[src/rtl/rrse_pkg.sv]
package rrse_pkg;

  localparam int MaxColumnsDefault = 8;

  typedef enum logic [2:0] {
    CMD_WRITE = 3'd0,
    CMD_XOR   = 3'd1,
    CMD_SUB   = 3'd2,
    CMD_SHIFT = 3'd3,
    CMD_MIX   = 3'd4,
    CMD_READ  = 3'd5
  } cmd_t;

  typedef enum logic [0:0] {
    REG_COLUMNS = 1'd0,
    REG_INVERSE = 1'd1
  } reg_t;

  typedef enum logic [2:0] {
    ST_IDLE,
    ST_SUB,
    ST_SHIFT,
    ST_MIX_LOAD,
    ST_MIX_RUN,
    ST_MIX_STORE,
    ST_OUT
  } state_t;

  function automatic logic [7:0] xtime(input logic [7:0] a);
    xtime = {a[6:0], 1'b0} ^ (a[7] ? 8'h1b : 8'h00);
  endfunction

  function automatic logic [7:0] gf_mul(input logic [7:0] a, input logic [7:0] b);
    logic [7:0] p;
    logic [7:0] x;
    p = 8'h00;
    x = a;
    for (int i = 0; i < 8; i++) begin
      if (b[i]) p = p ^ x;
      x = xtime(x);
    end
    gf_mul = p;
  endfunction

  function automatic logic [7:0] gf_inv(input logic [7:0] a);
    logic [7:0] r;
    logic [7:0] base;
    r = 8'h01;
    base = a;
    for (int i = 0; i < 8; i++) begin
      if (i != 0) r = gf_mul(r, base);
      base = gf_mul(base, base);
    end
    gf_inv = r;
  endfunction

  function automatic logic [7:0] rotl8(input logic [7:0] v, input int n);
    rotl8 = (v << n) | (v >> (8 - n));
  endfunction

  function automatic logic [7:0] sbox_fwd(input logic [7:0] v);
    logic [7:0] b;
    b = gf_inv(v);
    sbox_fwd = b ^ rotl8(b, 1) ^ rotl8(b, 2) ^ rotl8(b, 3) ^ rotl8(b, 4) ^ 8'h63;
  endfunction

  function automatic logic [7:0] sbox_inv(input logic [7:0] v);
    sbox_inv = gf_inv(rotl8(v, 1) ^ rotl8(v, 3) ^ rotl8(v, 6) ^ 8'h05);
  endfunction

endpackage

[src/rtl/rrse_mixer.sv]
module rrse_mixer (
  input  logic       inverse,
  input  logic [7:0] a0,
  input  logic [7:0] a1,
  input  logic [7:0] a2,
  input  logic [7:0] a3,
  output logic [7:0] dout
);
  import rrse_pkg::*;

  always_comb begin
    if (inverse) begin
      dout = gf_mul(8'h0e, a0) ^ gf_mul(8'h0b, a1) ^ gf_mul(8'h0d, a2) ^ gf_mul(8'h09, a3);
    end else begin
      dout = xtime(a0) ^ xtime(a1) ^ a1 ^ a2 ^ a3;
    end
  end
endmodule

[config.mk]
export PLATFORM = sky130hd
export DESIGN_NAME = rrse_mixer
export DESIGN_NICKNAME = d
export VERILOG_FILES = /design/src/rtl/rrse_pkg.sv /design/src/rtl/rrse_mixer.sv
export SDC_FILE = /design/constraint.sdc
export NUM_CORES = 1
export LEC_CHECK = 0
export ABC_CLOCK_PERIOD_IN_PS = 2700
export BUFFER_PORTS_ARGS = -buffer_cell sky130_fd_sc_hd__buf_4
export CORE_MARGIN = 3
export CORE_UTILIZATION = 48
export DETAILED_ROUTE_END_ITERATION = 10
export GPL_ROUTABILITY_DRIVEN = 0
export PLACE_DENSITY = 0.95
export SYNTH_ARGS = -nofsm -noshare
export SYNTH_HDL_FRONTEND = slang
export SYNTH_SLANG_ARGS = --single-unit
[constraint.sdc]
create_clock -name vclk -period 2.7
set_input_delay 0.54 -clock vclk [all_inputs]
set_output_delay 0.54 -clock vclk [all_outputs]
set_load 0.03 [all_outputs]
# [After elaboration in Yosys (flattened, before gate mapping)]
# Index checks and enable logic that the tools add are counted.
[classes] n_mux=67 bitwise_logic=37
[op_table] cell="$mux W8" count=44
[op_table] cell="$mux W7" count=8
[op_table] cell="$xor A8 B8 Y8" count=7
[op_table] cell="$not A3 Y3" count=12
[op_table] cell="$mux W5" count=6
[op_table] cell="$mux W6" count=5
[op_table] cell="$not A5 Y5" count=6
[op_table] cell="$not A6 Y6" count=4
[op_table] cell="$mux W4" count=4
[op_table] cell="$xor A8 B5 Y8" count=2
[op_table] cell="$not A2 Y2" count=5
[op_table] cell="$not A7 Y7" count=1
[totals] ff_bits=0 in_bits=33 output_inout_bits=8

# [Logic depth before layout (Yosys ltp)]
[depth] ltp_word=27 depth_mapped=5

# [Worst setup path after synthesis]
# OpenSTA, ideal clock, no wires.
[synth_path] kind="input-to-output" start="in a0[5]" end="out dout[3]" arrival_time_ns=2.176 required_ns=2.160 path_slack_ns=-0.016 cell_stages=5 path_cell_list="xnor2_1 > xnor3_2 > xnor3_1 > a21oi_1 > xnor2_1"
[synth_via] elab_chain_len=11
[synth_rtl] element="start: declaration" line="rrse_mixer.sv:3" source="input logic [7:0] a0,"
[synth_rtl] element="$mux W8 (*)" line="rrse_pkg.sv:39" source="if (b[i]) p = p ^ x;"
[synth_rtl] element="$mux W8 (*)" line="rrse_mixer.sv:12" source="if (inverse) begin"
[synth_rtl] element="$not A5 Y5 (no source line)"
[synth_rtl] element="$mux W8 (*)" line="rrse_pkg.sv:39"
[synth_rtl] element="$mux W8 (*)" line="rrse_mixer.sv:12"
[synth_rtl] element="$mux W7 (*)" line="rrse_pkg.sv:39"
[synth_rtl] element="$mux W8 (*)" line="rrse_mixer.sv:12"
[synth_rtl] element="$xor A8 B8 Y8 (*) (3 in series)" line="rrse_mixer.sv:13" source="dout = gf_mul(8'h0e, a0) ^ gf_mul(8'h0b, a1) ^ gf_mul(8'h0d, a2) ^ gf_mul(8'h09, a3);"
[synth_rtl] element="$mux W8 (*)" line="rrse_mixer.sv:12"
[synth_rtl] element="end: declaration" line="rrse_mixer.sv:7" source="output logic [7:0] dout"
# Mark *: on every way between the ends. The rest lies on a longest branch, timed or not. The select of a mux whose other input is x is not followed.

# [Worst setup path after layout]
[layout_path] start="in a2[1]" end="out dout[4]"
[layout_via] elab_chain_len=21
[layout_rtl] element="start: declaration" line="rrse_mixer.sv:5" source="input logic [7:0] a2,"
[layout_rtl] element="$mux W5 (*)" line="rrse_pkg.sv:39"
[layout_rtl] element="$mux W8 (*)" line="rrse_mixer.sv:12"
[layout_rtl] element="$not A3 Y3 (no source line)"
[layout_rtl] element="$mux W6 (*)" line="rrse_pkg.sv:39"
[layout_rtl] element="$mux W8 (*)" line="rrse_mixer.sv:12"
[layout_rtl] element="$mux W7 (*)" line="rrse_pkg.sv:39"
[layout_rtl] element="$mux W8 (*)" line="rrse_mixer.sv:12"
[layout_rtl] element="$not A3 Y3 (no source line)"
[layout_rtl] element="(+4 left out)"
[layout_rtl] element="$mux W8 (*)" line="rrse_mixer.sv:12"
[layout_rtl] element="$mux W7 (*)" line="rrse_pkg.sv:39"
[layout_rtl] element="$mux W8 (*)" line="rrse_mixer.sv:12"
[layout_rtl] element="$not A5 Y5 (no source line)"
[layout_rtl] element="$mux W8 (*)" line="rrse_pkg.sv:39"
[layout_rtl] element="$mux W8 (*)" line="rrse_mixer.sv:12"
[layout_rtl] element="$xor A8 B8 Y8 (*) (2 in series)" line="rrse_mixer.sv:13"
[layout_rtl] element="$mux W8 (*)" line="rrse_mixer.sv:12"
# Marks and branches as above.

==> summary.md <==
| Metric | Value |
|---|---|
| Clock buffer count in the final layout | 0 |
| CP Max Fanout | 2 |
| Unrepaired setup endpoints after global routing | yes |
| Synth top area share | 0.472 |
| Core ar. | about 1400 sq um |
| Overall routed net length | 3.62 mm |
| Die W | between 40 and 50 um |
| Period minus WS final | 2.84 ns |
| DPL Wire Length | 1.94 mm |
| # rows | 13 |
| Path type of the worst min-delay path | input pin to primary output |
| Initial antenna violation count | 0 |
| Status | finished, violations left |
| Setup TNS | -0.146 ns |
| Die Span Y | 46.3 um |
| First-pass GRT wire length | approximately 3.4 mm |
| Total placed cells including tap cells | between 100 and 150 |
| Final Cycle Share | 1.05 |
| Warnings from Yosys | 0 |
| Startpoint types | input pin |
| Critical Path Start | a2[1] |
| Least-Margin Pin Slew | approximately 0.54 ns |
| Residual DRC count | 0 |
| TritonRoute pass-1 iters | 4 |
| Hold_buf cts | 0 |
| Max cap viols | 0 |
| Post-Syn Area | 779 sq um |
| Antenna cells | 0 |
| Final setup violation count | 3 |
| Antenna viol nets, final | 0 |
| Leakage | ~0.64 nW |
| Layout net count | 162 |
| Avg WL per Cell | 25.5 um |
| Synth cell count leaders | xnor2_1, xor2_1, xnor3_1 |
| GR Util All Layers | 0.220 |
| 1st-iter DRT viols | 36 |
| Crit-path max cell delay | around 0.42 ns |
| Final Hold Violating Endpoints | 0 |
| Syn avg cell area | roughly 10 sq um |
| Syn_nets | between 100 and 150 |
| Sequential cell count | 0 |
| Slowest CP cell | xnor3_1 |
| Seq/Total Area, Yosys | 0 |
| Setup ws final | -0.137 ns |
| Fmax | ~0.35 GHz |
| IO Pins | slightly above 40 |
| Die area | between 2000 and 2500 sq um |
| Buffers and inverters on the worst path | 2 |
| Final Max Slew Viols | 0 |
| Cell Count, Final, Fillers Out | approximately 140 |
| CP arrival | between 2 and 2.5 ns |
| Vias in the first global route | approximately 800 |
| Via Count | 851 |
| GRT overflow | 0 |
| Most numerous cell in the Yosys netlist | xnor2_1 |
| Mapped Cells | just under 80 |
| Worst hold start | inverse |
| Fraction of layout cells with a size suffix above 1 | 0.512 |
| Initial core utilization | 0.551 |
| Worst IR Drop VDD | 681 uV |
| Pre-CTS setup slack | -0.107 ns |
| Critical Path RT | between 2 and 2.5 ns |
| Post-synth top area cell | xnor2_1 |
| Violated checks | setup timing |
| Largest delay share family, worst path | XOR/XNOR gates |
| Total power | about 800 uW |
| Synth cell types | 10 |
| PortBufs | roughly 40 |
| Type of the worst setup path | input pin to primary output |
| Pin count of the biggest net entering global routing | 11 |
| Area grow syn2layout | 72.7% |
| CP cell instances | buf_4, xor2_1, xnor2_1, xnor3_1, mux2i_1, xnor2_1, buf_4 |
| Final core utilization | 0.951 |
| Register area | 0 sq um |
| Slew margin rel. | 0.636 |
| Via density | 5.99 |
| CP Capture Type | primary output |
| Pwr Density | 593 nW/um^2 |
| Area contributors post-synth | xnor2_1, xnor3_1, xor2_1 |
[layout by cell type (no fill, tap or decap)]
| cell | instances |
|---|---|
| buf_4 | 45 |
| xnor2_1 | 31 |
| xor2_1 | 15 |
| xnor3_1 | 8 |
| xnor2_2 | 6 |
| xnor2_4 | 6 |
| nand2_1 | 4 |
| buf_6 | 4 |
| nor2_1 | 2 |
| mux2i_2 | 1 |
| mux2i_1 | 1 |
| xnor3_2 | 1 |
| a21oi_2 | 1 |
| a21oi_1 | 1 |
| buf_8 | 1 |
[repair_timing]
item                                    in CTS  in global routing
resized for setup                            5                 18
pin swaps                                    3                  8
endpoints found under the setup margin       4                  4
setup buffers                                0                  2
[kinds of logic after synthesis]
group / share of synthesized area
mux: 0.0257
buf+inv: 0.00963
xor+xnor: 0.923
simple gates: 0.0289
compound gates: 0.0128
[worst paths after layout]
check / slack [ns] / end / cells past startpoint
setup / recovery: -0.14 / dout[4] / 7
hold / removal: 1.58 / dout[7] / 4
[metrics by stage]
stage | hold WS, ns | cell area (sq um)
after floorplan | 1.37 | 795
after global placement | 1.52 | 1170
after detailed placement | 1.53 | 1170
after CTS | 1.53 | 1200
after global routing | 1.60 | 1350
final | 1.58 | 1350
[final cells by class]
class / count / area (sq um)
Tap cell: 15 / 18.8
Timing Repair Buffer: 50 / 398
Multi-Input combinational cell: 77 / 930
Fill cell: 32 / 68.8
[report_power, final]
group	leakage (nW)	internal [mW]	switching (mW)
sequential	0	0	0
combinational	0.643	0.386	0.412
clock	0	0	0
[metal layers]
layer  wire [um]  global-route usage
met5           0                   0
met4         318              0.0966
met3         277              0.0313
met2        1850               0.429
met1        1180               0.225
Power figures use the tool's default switching activity.
